<file path="config.mk">
export PLATFORM = sky130hd
export DESIGN_NAME = bounded_double_ended_queue_core
export DESIGN_NICKNAME = d
export VERILOG_FILES = /design/src/rtl/core/bdeq_pkg.sv /design/src/rtl/core/bdeq_ring_mem.sv /design/src/rtl/core/bounded_double_ended_queue_core.sv
export SDC_FILE = /design/constraint.sdc
export NUM_CORES = 1
export LEC_CHECK = 0
export BUFFER_PORTS_ARGS = -buffer_cell sky130_fd_sc_hd__buf_4
export CORE_MARGIN = 2
export CORE_UTILIZATION = 50
export CTS_CLUSTER_DIAMETER = 120
export CTS_CLUSTER_SIZE = 25
export DETAILED_ROUTE_END_ITERATION = 6
export HOLD_SLACK_MARGIN = 0.15
export PLACE_DENSITY = 0.64
export SKIP_CTS_REPAIR_TIMING = 1
export SLEW_MARGIN = 40
export SYNTH_ARGS = -nofsm -noshare
export SYNTH_HDL_FRONTEND = slang
export SYNTH_HIERARCHICAL = 1
export SYNTH_SLANG_ARGS = --single-unit
</file>
<file path="constraint.sdc">
create_clock -name i_clk -period 14.6 [get_ports i_clk]
set_clock_uncertainty 0.2 [all_clocks]
set_input_delay 2.92 -clock i_clk [delete_from_list [all_inputs] [get_ports i_clk]]
set_output_delay 2.92 -clock i_clk [all_outputs]
set_load 0.03 [all_outputs]
</file>
<file path="src/rtl/core/bdeq_pkg.sv">
package bdeq_pkg;

    localparam int DATA_W   = 32;
    localparam int MODE_W   = 3;
    localparam int STAT_W   = 2;

    // Largest number of entries returned by one listing.
    localparam int LIST_MAX = 16;

    // Operation codes carried by the mode field.
    localparam logic [MODE_W-1:0] MODE_LIST       = 3'd0;
    localparam logic [MODE_W-1:0] MODE_PUSH_FRONT = 3'd1;
    localparam logic [MODE_W-1:0] MODE_PUSH_BACK  = 3'd2;
    localparam logic [MODE_W-1:0] MODE_POP_FRONT  = 3'd3;
    localparam logic [MODE_W-1:0] MODE_POP_BACK   = 3'd4;

    // Result status codes.
    localparam logic [STAT_W-1:0] STAT_OK    = 2'd0;
    localparam logic [STAT_W-1:0] STAT_EMPTY = 2'd1;
    localparam logic [STAT_W-1:0] STAT_FULL  = 2'd2;

endpackage

</file>
<file path="src/rtl/core/bdeq_ring_mem.sv">
module bdeq_ring_mem #(
    parameter int DEPTH = 16,
    parameter int IW    = 4
) (
    input  logic                               i_clk,
    input  logic                               i_wr_en,
    input  logic [IW-1:0]                      i_wr_addr,
    input  logic signed [bdeq_pkg::DATA_W-1:0] i_wr_data,
    input  logic [IW-1:0]                      i_rd_addr,
    output logic signed [bdeq_pkg::DATA_W-1:0] o_rd_data
);

    // Ring storage with one write port and one registered read port.
    logic signed [bdeq_pkg::DATA_W-1:0] r_mem [DEPTH];
    logic signed [bdeq_pkg::DATA_W-1:0] r_rd_data;

    always_ff @(posedge i_clk) begin
        if (i_wr_en) begin
            r_mem[i_wr_addr] <= i_wr_data;
        end
        r_rd_data <= r_mem[i_rd_addr];
    end

    assign o_rd_data = r_rd_data;

endmodule

</file>
<file path="src/rtl/core/bounded_double_ended_queue_core.sv">
// Bounded double-ended queue of signed 32-bit items held in a ring of DEPTH entries.
// An item is accepted at a rising edge where start is high and busy is low; i_mode
// selects list, push front, push back, pop front or pop back, and i_value is the
// item pushed. Items with a mode of 5 to 7 are dropped with no result and no change.
// Each result appears for one cycle with o_valid high, carrying o_value_res, o_status
// and o_last; o_last marks the final result of an item. The receiver cannot stall.
// Pushes: a decode step through the shared ring-index adder, then the output register;
// busy is high during the decode step only.
// Pops: decode, ring read, output load, output register.
// A listing walks the ring from the front; each entry takes an index add, a registered
// ring read and an output load. Busy stays high until the last result is loaded, and
// at most LIST_MAX results are given. No new item is taken until the last one is
// through and busy is low, since the sequencer handles one item at a time.
// A push into a full queue and a pop or listing of an empty queue give one result
// with the full or empty status and a zero value. Synchronous active-low reset empties
// the queue and returns the sequencer to idle; the ring contents are not cleared and
// are only ever read where they hold a pushed item.
module bounded_double_ended_queue_core #(
    parameter int DEPTH = 16
) (
    input  logic                               i_clk,
    input  logic                               i_rst_n,
    input  logic                               start,
    output logic                               busy,
    input  logic [bdeq_pkg::MODE_W-1:0]        i_mode,
    input  logic signed [bdeq_pkg::DATA_W-1:0] i_value,
    output logic                               o_valid,
    output logic signed [bdeq_pkg::DATA_W-1:0] o_value_res,
    output logic [bdeq_pkg::STAT_W-1:0]        o_status,
    output logic                               o_last
);

    localparam int IW     = (DEPTH > 1) ? $clog2(DEPTH) : 1;
    localparam int CW     = $clog2(DEPTH + 1);
    localparam int LIST_N = (DEPTH < bdeq_pkg::LIST_MAX) ? DEPTH : bdeq_pkg::LIST_MAX;

    // Sequencer states.
    localparam logic [2:0] ST_IDLE   = 3'd0;
    localparam logic [2:0] ST_DECODE = 3'd1;
    localparam logic [2:0] ST_LADDR  = 3'd2;
    localparam logic [2:0] ST_READ   = 3'd3;
    localparam logic [2:0] ST_LOAD   = 3'd4;

    logic [2:0]                         r_state, n_state;
    logic [bdeq_pkg::MODE_W-1:0]        r_mode, n_mode;
    logic signed [bdeq_pkg::DATA_W-1:0] r_value, n_value;
    logic [IW-1:0]                      r_front, n_front;
    logic [CW-1:0]                      r_occ, n_occ;
    logic [CW-1:0]                      r_k, n_k;
    logic [CW-1:0]                      r_n, n_n;
    logic [IW-1:0]                      r_rd_addr, n_rd_addr;

    logic                               r_out_valid, n_out_valid;
    logic signed [bdeq_pkg::DATA_W-1:0] r_out_value, n_out_value;
    logic [bdeq_pkg::STAT_W-1:0]        r_out_status, n_out_status;
    logic                               r_out_last, n_out_last;

    logic                               wr_en;
    logic [IW-1:0]                      wr_addr;
    logic signed [bdeq_pkg::DATA_W-1:0] rd_data;

    // Shared ring-index adder: (front + offset) wrapped into the ring.
    logic [IW-1:0] add_off;
    logic [IW:0]   add_sum;
    logic [IW-1:0] add_res;

    logic          q_empty;
    logic          q_full;
    logic          is_pop;
    logic          list_last;

    assign q_empty   = (r_occ == '0);
    assign q_full    = (r_occ == CW'(DEPTH));
    assign is_pop    = (r_mode == bdeq_pkg::MODE_POP_FRONT) ||
                       (r_mode == bdeq_pkg::MODE_POP_BACK);
    assign list_last = ((r_k + CW'(1)) == r_n);

    always_comb begin
        add_off = '0;
        if (r_state == ST_DECODE) begin
            case (r_mode)
                bdeq_pkg::MODE_PUSH_FRONT: add_off = IW'(DEPTH - 1);
                bdeq_pkg::MODE_PUSH_BACK:  add_off = IW'(r_occ);
                bdeq_pkg::MODE_POP_FRONT:  add_off = IW'(1);
                bdeq_pkg::MODE_POP_BACK:   add_off = IW'(r_occ - CW'(1));
                default:                   add_off = '0;
            endcase
        end else begin
            add_off = IW'(r_k);
        end
        add_sum = {1'b0, r_front} + {1'b0, add_off};
        if (add_sum >= (IW + 1)'(DEPTH)) begin
            add_res = IW'(add_sum - (IW + 1)'(DEPTH));
        end else begin
            add_res = IW'(add_sum);
        end
    end

    always_comb begin
        n_state      = r_state;
        n_mode       = r_mode;
        n_value      = r_value;
        n_front      = r_front;
        n_occ        = r_occ;
        n_k          = r_k;
        n_n          = r_n;
        n_rd_addr    = r_rd_addr;
        n_out_valid  = 1'b0;
        n_out_value  = '0;
        n_out_status = bdeq_pkg::STAT_OK;
        n_out_last   = 1'b0;
        wr_en        = 1'b0;
        wr_addr      = add_res;

        case (r_state)
            ST_IDLE: begin
                if (start) begin
                    n_mode  = i_mode;
                    n_value = i_value;
                    // Modes with no meaning are dropped here without a result.
                    if (i_mode <= bdeq_pkg::MODE_POP_BACK) begin
                        n_state = ST_DECODE;
                    end
                end
            end

            ST_DECODE: begin
                case (r_mode)
                    bdeq_pkg::MODE_PUSH_FRONT, bdeq_pkg::MODE_PUSH_BACK: begin
                        n_out_valid = 1'b1;
                        n_out_last  = 1'b1;
                        n_state     = ST_IDLE;
                        if (q_full) begin
                            n_out_status = bdeq_pkg::STAT_FULL;
                        end else begin
                            wr_en = 1'b1;
                            n_occ = r_occ + CW'(1);
                            if (r_mode == bdeq_pkg::MODE_PUSH_FRONT) begin
                                n_front = add_res;
                            end
                        end
                    end
                    bdeq_pkg::MODE_POP_FRONT, bdeq_pkg::MODE_POP_BACK: begin
                        if (q_empty) begin
                            n_out_valid  = 1'b1;
                            n_out_last   = 1'b1;
                            n_out_status = bdeq_pkg::STAT_EMPTY;
                            n_state      = ST_IDLE;
                        end else begin
                            n_occ   = r_occ - CW'(1);
                            n_state = ST_READ;
                            if (r_mode == bdeq_pkg::MODE_POP_FRONT) begin
                                n_rd_addr = r_front;
                                n_front   = add_res;
                            end else begin
                                n_rd_addr = add_res;
                            end
                        end
                    end
                    default: begin
                        // Listing: walk from the front, capped at the result limit.
                        if (q_empty) begin
                            n_out_valid  = 1'b1;
                            n_out_last   = 1'b1;
                            n_out_status = bdeq_pkg::STAT_EMPTY;
                            n_state      = ST_IDLE;
                        end else begin
                            n_k     = '0;
                            n_n     = (r_occ < CW'(LIST_N)) ? r_occ : CW'(LIST_N);
                            n_state = ST_LADDR;
                        end
                    end
                endcase
            end

            ST_LADDR: begin
                n_rd_addr = add_res;
                n_state   = ST_READ;
            end

            ST_READ: begin
                n_state = ST_LOAD;
            end

            ST_LOAD: begin
                n_out_valid = 1'b1;
                n_out_value = rd_data;
                if (is_pop || list_last) begin
                    n_out_last = 1'b1;
                    n_state    = ST_IDLE;
                end else begin
                    n_k     = r_k + CW'(1);
                    n_state = ST_LADDR;
                end
            end

            default: begin
                n_state = ST_IDLE;
            end
        endcase
    end

    always_ff @(posedge i_clk) begin
        if (!i_rst_n) begin
            r_state     <= ST_IDLE;
            r_front     <= '0;
            r_occ       <= '0;
            r_out_valid <= 1'b0;
        end else begin
            r_state     <= n_state;
            r_front     <= n_front;
            r_occ       <= n_occ;
            r_out_valid <= n_out_valid;
        end
    end

    always_ff @(posedge i_clk) begin
        r_mode       <= n_mode;
        r_value      <= n_value;
        r_k          <= n_k;
        r_n          <= n_n;
        r_rd_addr    <= n_rd_addr;
        r_out_value  <= n_out_value;
        r_out_status <= n_out_status;
        r_out_last   <= n_out_last;
    end

    bdeq_ring_mem #(
        .DEPTH (DEPTH),
        .IW    (IW)
    ) u_ring (
        .i_clk     (i_clk),
        .i_wr_en   (wr_en),
        .i_wr_addr (wr_addr),
        .i_wr_data (r_value),
        .i_rd_addr (r_rd_addr),
        .o_rd_data (rd_data)
    );

    assign busy        = (r_state != ST_IDLE);
    assign o_valid     = r_out_valid;
    assign o_value_res = r_out_value;
    assign o_status    = r_out_status;
    assign o_last      = r_out_last;

endmodule

</file>
======== Yosys cells after proc, flatten, opt, wreduce, memory -nomap -nowiden ========
Memory sizes are Yosys's and may differ from the RTL's. A register that Yosys moved wholly into a read port is not among the register bits.
Index checks and enable logic that the tools add are counted.
W data, S select, Z words.
word-level totals
  bits in registers ....................... 97
  bits in latches ......................... 0
  bits in writable memories ............... 512
  ROM bits ................................ 0
  input port bits ......................... 38
  output and inout port bits .............. 37
  word-level logic and storage cells ...... 100
  memories ................................ 1
cells by class
  add/subtract/negate cells ............... 5
  multipliers ............................. 0
  div/mod/pow operators ................... 0
  magnitude comparators ................... 3
  eq/ne operators ......................... 20
  shift operators ......................... 0
  multiplexer cells ....................... 39
  bitwise logic cells ..................... 2
  reduce and logical (&&, ||, !) cells .... 18
memory list
  memory        depth  bits a word  read ports  clocked after memory_dff  wr ports  RTL line             RTL
  u_ring.r_mem  16     32           1           1                         1         bdeq_ring_mem.sv:14  logic signed [bdeq_pkg::DATA_W-1:0] r_mem [DEPTH];
operators with widths
  kind                   count
  $mux W4                9
  $mux W5                5
  $pmux W5 S2            2
  $ne A2 B2 Y1 const B   9
  $pmux W4 S2            2
  $pmux W4 S4            1
  $pmux W3 S5            1
  $eq A3 B2 Y1 const B   4
  $add A5 B1 Y5 const B  2
  $mux W2                5
  $mux W1                9
  $reduce_and A4 Y1      2
  $eq A3 B1 Y1 const B   2
  $eq A3 B3 Y1 const B   2
  $mux W3                2
  $reduce_and A3 Y1      2
  $reduce_and A6 Y1      1
  $reduce_bool A2 Y1     3
  $add A4 B4 Y5          1
  $eq A5 B5 Y1           1
  $eq A5 B5 Y1 const B   1
  $ge A5 B5 Y1 const B   1
  $logic_not A5 Y1       1
  $lt A5 B5 Y1 const B   1
  13 further kinds       18

======== Longest topological paths before layout ========
Gate-level depths: netlist (run 1).
  depth after elaboration ................. 10
  mapped depth ............................ 13

======== Cells and area by module ========
The synthesis (run 1) kept the hierarchy.
modules (own cells, without submodules)
  module                           times used  cells an instance  area each (µm²)
  bdeq_ring_mem                    1           838                19835.3
  bounded_double_ended_queue_core  1           309                3871.2

======== Least setup slack after synthesis (run 1) ========
No wires, ideal clock.
  kind .................................... reg2reg
  start ................................... register r_occ[0]
  end ..................................... memory u_ring/r_mem[0][0] (netlist bit), enable pin
  arrival ................................. 4.898 ns
  required time ........................... 13.939 ns
  slack ................................... 9.041 ns
  stages on the path, launching flop included .. 13
  buffers on the path ..................... 0
  path through ............................ dfxtp_1 > inv_1 > ha_1 > nor3_1 > o21ai_0 > nand2_1 > ha_1 > a21o_1 > a21oi_1 > xor2_1 > xnor2_1 > or3b_2 > nor3_1
on the way
  longest elaborated chain between the ends .. 6
  elaborated cells between the ends (all ways) .. 13
ends and longest elaborated chain
  item                                           RTL line                                                                      RTL
  start, declared                                bounded_double_ended_queue_core.sv:48                                         logic [CW-1:0] r_occ, n_occ;
  start signal, assigned                         bounded_double_ended_queue_core.sv:212                                        r_occ <= n_occ;
  $sub A5 B1 Y5                                  n/a
  $pmux W4 S4 (*)                                bounded_double_ended_queue_core.sv:81                                         case (r_mode)
  $mux W4 (*)                                    bounded_double_ended_queue_core.sv:80                                         if (r_state == ST_DECODE) begin
  $add A4 B4 Y5 (*)                              bounded_double_ended_queue_core.sv:91                                         add_sum = {1'b0, r_front} + {1'b0, add_off};
  $sub A4 B1 Y4 or $ge A5 B5 Y1 (tied branches)  bounded_double_ended_queue_core.sv:93, bounded_double_ended_queue_core.sv:92
  $mux W4 (*)                                    bounded_double_ended_queue_core.sv:92                                         if (add_sum >= (IW + 1)'(DEPTH)) begin
  named net add_res[3]                           bounded_double_ended_queue_core.sv:65                                         logic [IW-1:0] add_res;
  end, declared                                  bdeq_ring_mem.sv:14
Mark *: on every way through the listed nets, which the timed path passes. The rest lies on a longest branch.

======== Worst setup path in the final report (run 1) ========
  start ................................... register r_state[2]
  end ..................................... output busy
on the way
  longest elaborated chain between the ends .. 1
ends and longest elaborated chain
  item                    RTL line                                RTL
  start, declared         bounded_double_ended_queue_core.sv:44   logic [2:0] r_state, n_state;
  start signal, assigned  bounded_double_ended_queue_core.sv:210  r_state <= n_state;
  $reduce_bool A3 Y1      bounded_double_ended_queue_core.sv:240  assign busy = (r_state != ST_IDLE);
  end, declared           bounded_double_ended_queue_core.sv:24   output logic busy,
No other way between the ends.

==> results of run 1 <==
## placed cells by master, fill, tap and decap left out, types with 8 or more instances in the layout
| master | n |
|---|---|
| buf_4 | 89 |
| clkbuf_16 | 29 |
| inv_1 | 10 |
| nand2_1 | 51 |
| a21oi_1 | 10 |
| edfxtp_1 | 561 |
| a22oi_1 | 64 |
| and3_1 | 35 |
| xnor2_1 | 8 |
| dfxtp_1 | 80 |
| mux4_2 | 128 |
| nor2_1 | 14 |
| buf_16 | 14 |
| clkbuf_1 | 23 |
| nor2_4 | 15 |
## cells by family (layout without fill, tap and decap cells)
kind of cell	Yosys count	after routing
buffers and inverters	70	176
adder cells (fa/ha/maj)	8	8
AO/OA/AOI/OAI	102	102
flip-flops	641	641
multiplexers	138	138
XOR/XNOR	17	17
AND/OR/NAND/NOR	171	171
## cell type report
type | instances | area [um^2]
fill | 3479 | 20320
sequential | 641 | 18450
multi-input combinational | 436 | 5081
timing repair buffer | 113 | 1189
clock buffer | 52 | 812.0
tap | 607 | 759.5
inverter | 10 | 37.54
clock inverter | 1 | 11.26
## worst max path at each step
stage               startpoint              endpoint  slack (ns)  cells past startpoint
floorplan             r_occ[0]    u_ring/r_mem[0][0]        9.04                     12
global placement    r_state[2]   u_ring/r_mem[2][15]        9.79                     11
detailed placement  r_state[2]   u_ring/r_mem[13][1]        9.68                     12
CTS                 r_state[2]                  busy        9.54                      3
global route        r_state[2]  u_ring/r_mem[15][22]        9.45                     12
finish              r_state[2]                  busy        9.59                      3
## routing by layer
layer	GRT usage [%]	part of all wire [%]	vias up	routed length, um
li1	-	-	4812	-
met1	27.70	44	5860	20240
met2	31.35	49	306	22610
met3	2.213	5.3	40	2449
met4	3.204	1.2	0	561
met5	0	0	-	0
## power by group through the flow
stage | Clock [mW] | Sequential (mW) | Combinational [mW]
after detailed placement | 0 | 2.09 | 0.0732
final | 0.907 | 2.04 | 0.0728
after CTS | 0.933 | 2.04 | 0.0734
after global routing | 0.994 | 2.05 | 0.0789
after floorplan | 0 | 2.07 | 0.0433
after global placement | 0 | 2.08 | 0.0695
## per-stage QoR
step           utilization (%)  cell area [um^2]
2_1_floorplan                -             23710
3_3_place_gp             53.62             25020
3_5_place_dp             54.62             25480
4_1_cts                  56.38             26310
5_1_grt                  56.45             26340
6_report                 56.45             26340
## state kept, by name, summed over array words and instances (netlist names), 5 cells and up
| name | flops |
|---|---|
| u_ring/r_mem | 512 |
| o_value_res | 32 |
| r_value | 32 |
| u_ring/o_rd_data | 32 |
| r_k | 5 |
| r_n | 5 |
| r_occ | 5 |
## critical path: stages, from the launching register on
cell     delay, ns
dfxtp_1       0.31
buf_4         0.27
or3_1         0.49
buf_4         0.20
==> flow_summary.yaml, run 1 <==
power_and_ir_drop:
  p_sw_mw: 0.6004
  switching_share_pct: 19.87
  power_frac_comb_pct: 2.4
  vdd_drop_max_mv: 0.08441
  internal_power_mw: 2.422
  p_leak_nw: 8.641
  clockPowerShare_pct: 30.0
  totalPowerFinal_mw: 3.022
  pwr_density_cell_nw_per_um2: 114.7
  pwr-share-seq_pct: 67.6
die:
  rows: 79
  die_h_um: 221.7
  pin_count: 75
  die_width_um: 221.7
  dieArea_um2: 49170
  initial_core_util_pct: 50.81
  fp.coreArea_um2: 46650
yosys:
  syn_avg_cell_area_um2: 20.67
  synthMuxAreaShare_pct: 12.60
  ys.flop_type: "edfxtp_1"
  ys_top_cells_by_area: "edfxtp_1 (71%), mux4_2 (12%), dfxtp_1 (6.8%), a22oi_1 (2.0%), and3_1 (0.92%)"
  yosysUniqueCellTypes: 55
  synth_compound_area_share_pct: 3.251
  netlist_instances: 1147
  async_flop_share_pct: 0
  synth_top_family_by_area: "multiplexers"
  yosys.cell_count.top_type: "edfxtp_1"
  synthSimpleGateAreaFrac_pct: 3.716
  synth_area_um2: 23710
  yosysTopAreaCell: "edfxtp_1"
  synth-xor-area-share_pct: 0.7547
  synth_warnings: 6
  yosys.area.top_type_share_pct: 71.06
  ys_ff_latch: 641
  synth_edf_count: 561
  synth_nets: 1193
  synthTopCellsByCount: "edfxtp_1 (561), mux4_2 (128), dfxtp_1 (80)"
  synth_fa_ha_area_share_pct: 0.4539
  ys_seq_area_share_pct: 77.82
worst_setup_path:
  reg2reg_slack_ns: 9.81
  cp-end-kind: "primary output"
  cp.arrival_ns: 1.89
  reg2regPathDepth: 12
  cp.required_ns: 11.48
  startpoint_type: "flop"
  timing.rr.end: "u_ring/r_mem[9][18]"
  crit_type: "reg -> out"
  r2r_start: "r_state[2]"
  critPathMaxFanout: 42
sta:
  grt_setup_unrepaired: "false"
  final_hold_viol_count: 0
  whs_ns: 0.2643
  max_freq_ghz: 0.1996
  slew_viol_final: 0
  setup_viol: 0
  relSlewSlack_pct: 48.89
  worstMarginPinSlew_ns: 0.7666
  setup_tns_ns: 0
  fin_crit_ns: 5.010
  layout_setup_ws_ns: 9.590
  timing.final.crit_share_pct: 34.31
place:
  dp_hpwl_um: 27490
  pre_cts_ws_ns: 9.679
  dp.cells: 1806
  portBuffers: 74
  place.gp.congestion: 0.8196
worst_hold_path:
  min_from: "u_ring/o_rd_data[5]"
  holdPathStages: 1
  hold_class: "reg -> reg"
  hold_end: "o_value_res[5]"
drt:
  first_pass_iters: 7
  routed_wl_um: 45860
  wl_per_cell_um: 24.66
  postRouteAntennaNets: 0
  dr.first_iter.drc_count: 816
  viasPerCell: 5.924
  drc: 4
  vias: 11018
final_layout:
  design.final.nets: 1277
  syn_to_final_growth_pct: 11.10
  diodes: 0
  finalNonFillerCells: 1860
  drive_gt1_share_pct: 24.74
clocking:
  clk_latency_ns: 0.61
  cts_tree: "built"
  cts.sinks: 641
  cts-root-buf: "clkbuf_16"
  cts.reportedPaths.clkPinSlew_ns: 0.10
  clockBufferDepth: 3
  htree_levels: 1
  numCtsBuffers: 29
run:
  cap_violations: 0
grt:
  grt_pass1_wl_um: 70250
  antenna_found_initial: 0
  grt_pass1_vias: 11157
  overflow: 0
  grt_max_degree: 71
  grt_use_total_pct: 18.88
status:
  violations: "DRC"
  outcome: "finished with violations"
Note: power is estimated with default switching activity, not from simulation.
==> inputs of run 2 (changes only) <==
--- a/config.mk
+++ b/config.mk
@@ -5,6 +5,7 @@
 export SDC_FILE = /design/constraint.sdc
 export NUM_CORES = 1
 export LEC_CHECK = 0
+export ABC_AREA = 1
 export BUFFER_PORTS_ARGS = -buffer_cell sky130_fd_sc_hd__buf_4
 export CORE_MARGIN = 2
 export CORE_UTILIZATION = 50
==> constraint.sdc (replaced) <==
create_clock -name i_clk -period 4.8 [get_ports i_clk]
set_clock_uncertainty 0.2 [all_clocks]
set_input_delay 0.96 -clock i_clk [delete_from_list [all_inputs] [get_ports i_clk]]
set_output_delay 0.96 -clock i_clk [all_outputs]
set_load 0.03 [all_outputs]
==> run 2 against run 1 <==
Compared with the run above:
- the flow now finishes without violations
- area after synthesis increased by 12%
- register-to-register slack got worse by 9.1 ns
- combinational power rose to 9.3 times the previous value
- final cell count grew 74%
- first-iteration DRC count up 76%
- core utilization decreased by 2.0 points
- global-route usage grew 2.8 points
- sequential power increased to 3.1 times the previous value
- wire length increased by 29%
- final area up 8.4%
- count of clock-buffer cells in the layout down 1
- critical path type is now reg -> reg
- critical endpoint is now u_ring/r_mem[3][7]
- largest cell class unchanged
==> flow_summary.yaml, run 2 <==
drt:
  drc: 0
  first_pass_iters: 5
  wl_per_cell_um: 18.30
  routed_wl_um: 59260
  vias: 16545
  viasPerCell: 5.108
  dr.first_iter.drc_count: 1440
  postRouteAntennaNets: 0
worst_setup_path:
  crit_chain: "inv_1 > ha_1 > xor2_1 > nand2_1 > o211ai_1 > nand2_1 > o21ai_0 > ha_1 > a21oi_1 > nand3_1 > nand2_1 > inv_1 > nand3_1 > nand2_1 > inv_1 > nand2_1 > nor2_4 > buf_12"
  reg2reg_slack_ns: 0.73
  worst-path-buf-inv: 4
  crit_start: "r_occ[0]"
  critPathMostFrequentCell: "nand2_1"
  cp-end-kind: "flop"
  crit_type: "reg -> reg"
  cp.arrival_ns: 4.18
  critPathMaxFanout: 17
  cp.required_ns: 4.91
  r2r_start: "r_occ[0]"
  crit_slowest_cell: "nor2_4"
  critPathMaxStageDelay_ns: 0.67
  cp_top_family: "simple AND/OR/NAND/NOR gates"
  startpoint_type: "flop"
sta:
  grt_setup_unrepaired: "false"
  fin_crit_ns: 4.070
  max_freq_ghz: 0.2457
  worstMarginPinSlew_ns: 0.8263
  setup_tns_ns: 0
  layout_setup_ws_ns: 0.7299
  timing.final.crit_share_pct: 84.79
  final_hold_viol_count: 0
  setup_viol: 0
  whs_ns: 0.2120
  relSlewSlack_pct: 44.91
  slew_viol_final: 0
power_and_ir_drop:
  pwr_density_cell_nw_per_um2: 344.3
  pwr-share-seq_pct: 64.5
  p_sw_mw: 2.280
  vdd_drop_max_mv: 0.2842
  clockPowerShare_pct: 28.6
  p_leak_nw: 12.15
  totalPowerFinal_mw: 9.835
  power_frac_comb_pct: 6.9
  switching_share_pct: 23.19
  internal_power_mw: 7.554
clocking:
  cts-root-buf: "clkbuf_16"
  cts.sinks: 641
  clk_latency_ns: 0.61
  cts_tree: "built"
  clockBufferDepth: 3
  cts.reportedPaths.clkPinSlew_ns: 0.09
  numCtsBuffers: 29
  htree_levels: 1
yosys:
  ys_seq_area_share_pct: 69.57
  yosys.cell_count.top_type: "nand2_1"
  syn_avg_cell_area_um2: 10.59
  synth_area_um2: 26520
  ys_ff_latch: 641
  ys_top_cells_by_area: "edfxtp_1 (64%), nand2_1 (10%), nand3_1 (7.7%), inv_1 (6.5%), dfxtp_1 (6.0%)"
  yosys.area.top_type_share_pct: 63.53
  synth_edf_count: 561
  synth_nets: 2550
  netlist_instances: 2504
  ys.flop_type: "edfxtp_1"
  synthTopCellsByCount: "nand2_1 (741), edfxtp_1 (561), inv_1 (456)"
  yosysUniqueCellTypes: 34
  async_flop_share_pct: 0
  synth_warnings: 6
  yosysTopAreaCell: "edfxtp_1"
grt:
  grt_pass1_wl_um: 91110
  overflow: 0
  grt_max_degree: 180
  grt_pass1_vias: 16138
  antenna_found_initial: 0
  grt_use_total_pct: 21.72
status:
  outcome: "complete, no violations"
final_layout:
  fin_area_um2: 28560
  mostFrequentLayoutCells: "nand2_1 (741), edfxtp_1 (561), inv_1 (453), nand3_1 (406), buf_4 (89)"
  design.final.nets: 2574
  syn_to_final_growth_pct: 7.705
  final_common_cell: "nand2_1"
  top_register: "u_ring/r_mem"
  finalNonFillerCells: 3239
  largest_register_ffs: 512
  drive_gt1_share_pct: 6.826
  fin_util_pct: 54.46
place:
  dp.cells: 3183
  dp_hpwl_um: 33390
  place.gp.congestion: 0.8531
  portBuffers: 74
  pre_cts_ws_ns: 0.7802
  placed_area_um2: 27690
die:
  dieArea_um2: 54890
  die_width_um: 234.3
  pin_count: 75
  initial_core_util_pct: 50.56
  rows: 84
  fp.coreArea_um2: 52450
  die_h_um: 234.3
worst_hold_path:
  min_from: "u_ring/o_rd_data[29]"
  hold_class: "reg -> reg"
run:
  cap_violations: 0
## run 2: cell count changes in the layout (fill, tap and decap cells not counted), moves of 11 or more
| cell | delta |
|---|---|
| a22oi_1 | -64 |
| and3_1 | -35 |
| nor2_1 | +46 |
| buf_16 | -13 |
| nand3_1 | +401 |
| mux4_2 | -128 |
| nand2_1 | +690 |
| inv_1 | +443 |
| buf_12 | +11 |
## run 2: worst register-to-register path: cells and delay by family (launching register included)
kind	cells	cell delay, ns
xor+xnor	1	0.22
buf+inv	4	0.55
fa+ha+maj	2	0.56
compound gates	3	0.39
simple gates	8	1.43
flops	1	0.41
## run 2: final timing paths
check                  endpoint  cells after the start
max          u_ring/r_mem[3][7]                     18
max reg2reg  u_ring/r_mem[3][7]                     18
min reg2reg     o_value_res[29]                      2
min             o_value_res[29]                      2
## run 2: final cells by class
type	count	area, um^2
Fill cell	4459	23890
Sequential cell	641	18450
Multi-Input combinational cell	1289	5720
Inverter	463	1753
Timing Repair Buffer	104	953.4
Tap cell	688	860.8
Clock buffer	51	808.3
Clock inverter	1	11.26
Antenna cell	2	5.005
## run 2: power by group through the flow
stage          clock network (mW)  registers, mW  logic [mW]
6_report                     2.81           6.35       0.676
5_1_grt                      3.05           6.37       0.748
4_1_cts                      2.87           6.35       0.672
3_5_place_dp                    0           6.48       0.669
3_3_place_gp                    0           6.47       0.662
2_1_floorplan                   0           6.41       0.462
## run 2: kinds of logic after synthesis
logic type / Yosys count / share of synthesized area [%]
simple gates: 1243 / 19.79
flops: 641 / 69.57
buf+inv: 574 / 9.338
compound gates: 32 / 0.6936
fa+ha+maj: 8 / 0.4058
xor+xnor: 6 / 0.1982
## run 2: layer usage
| layer | vias up | global-route usage, % | wire length [um] |
|---|---|---|---|
| li1 | 8055 | - | - |
| met1 | 7984 | 30.62 | 26380 |
| met2 | 426 | 36.37 | 28290 |
| met3 | 80 | 2.225 | 3226 |
| met4 | 0 | 5.483 | 1367 |
| met5 | - | 0 | 0 |
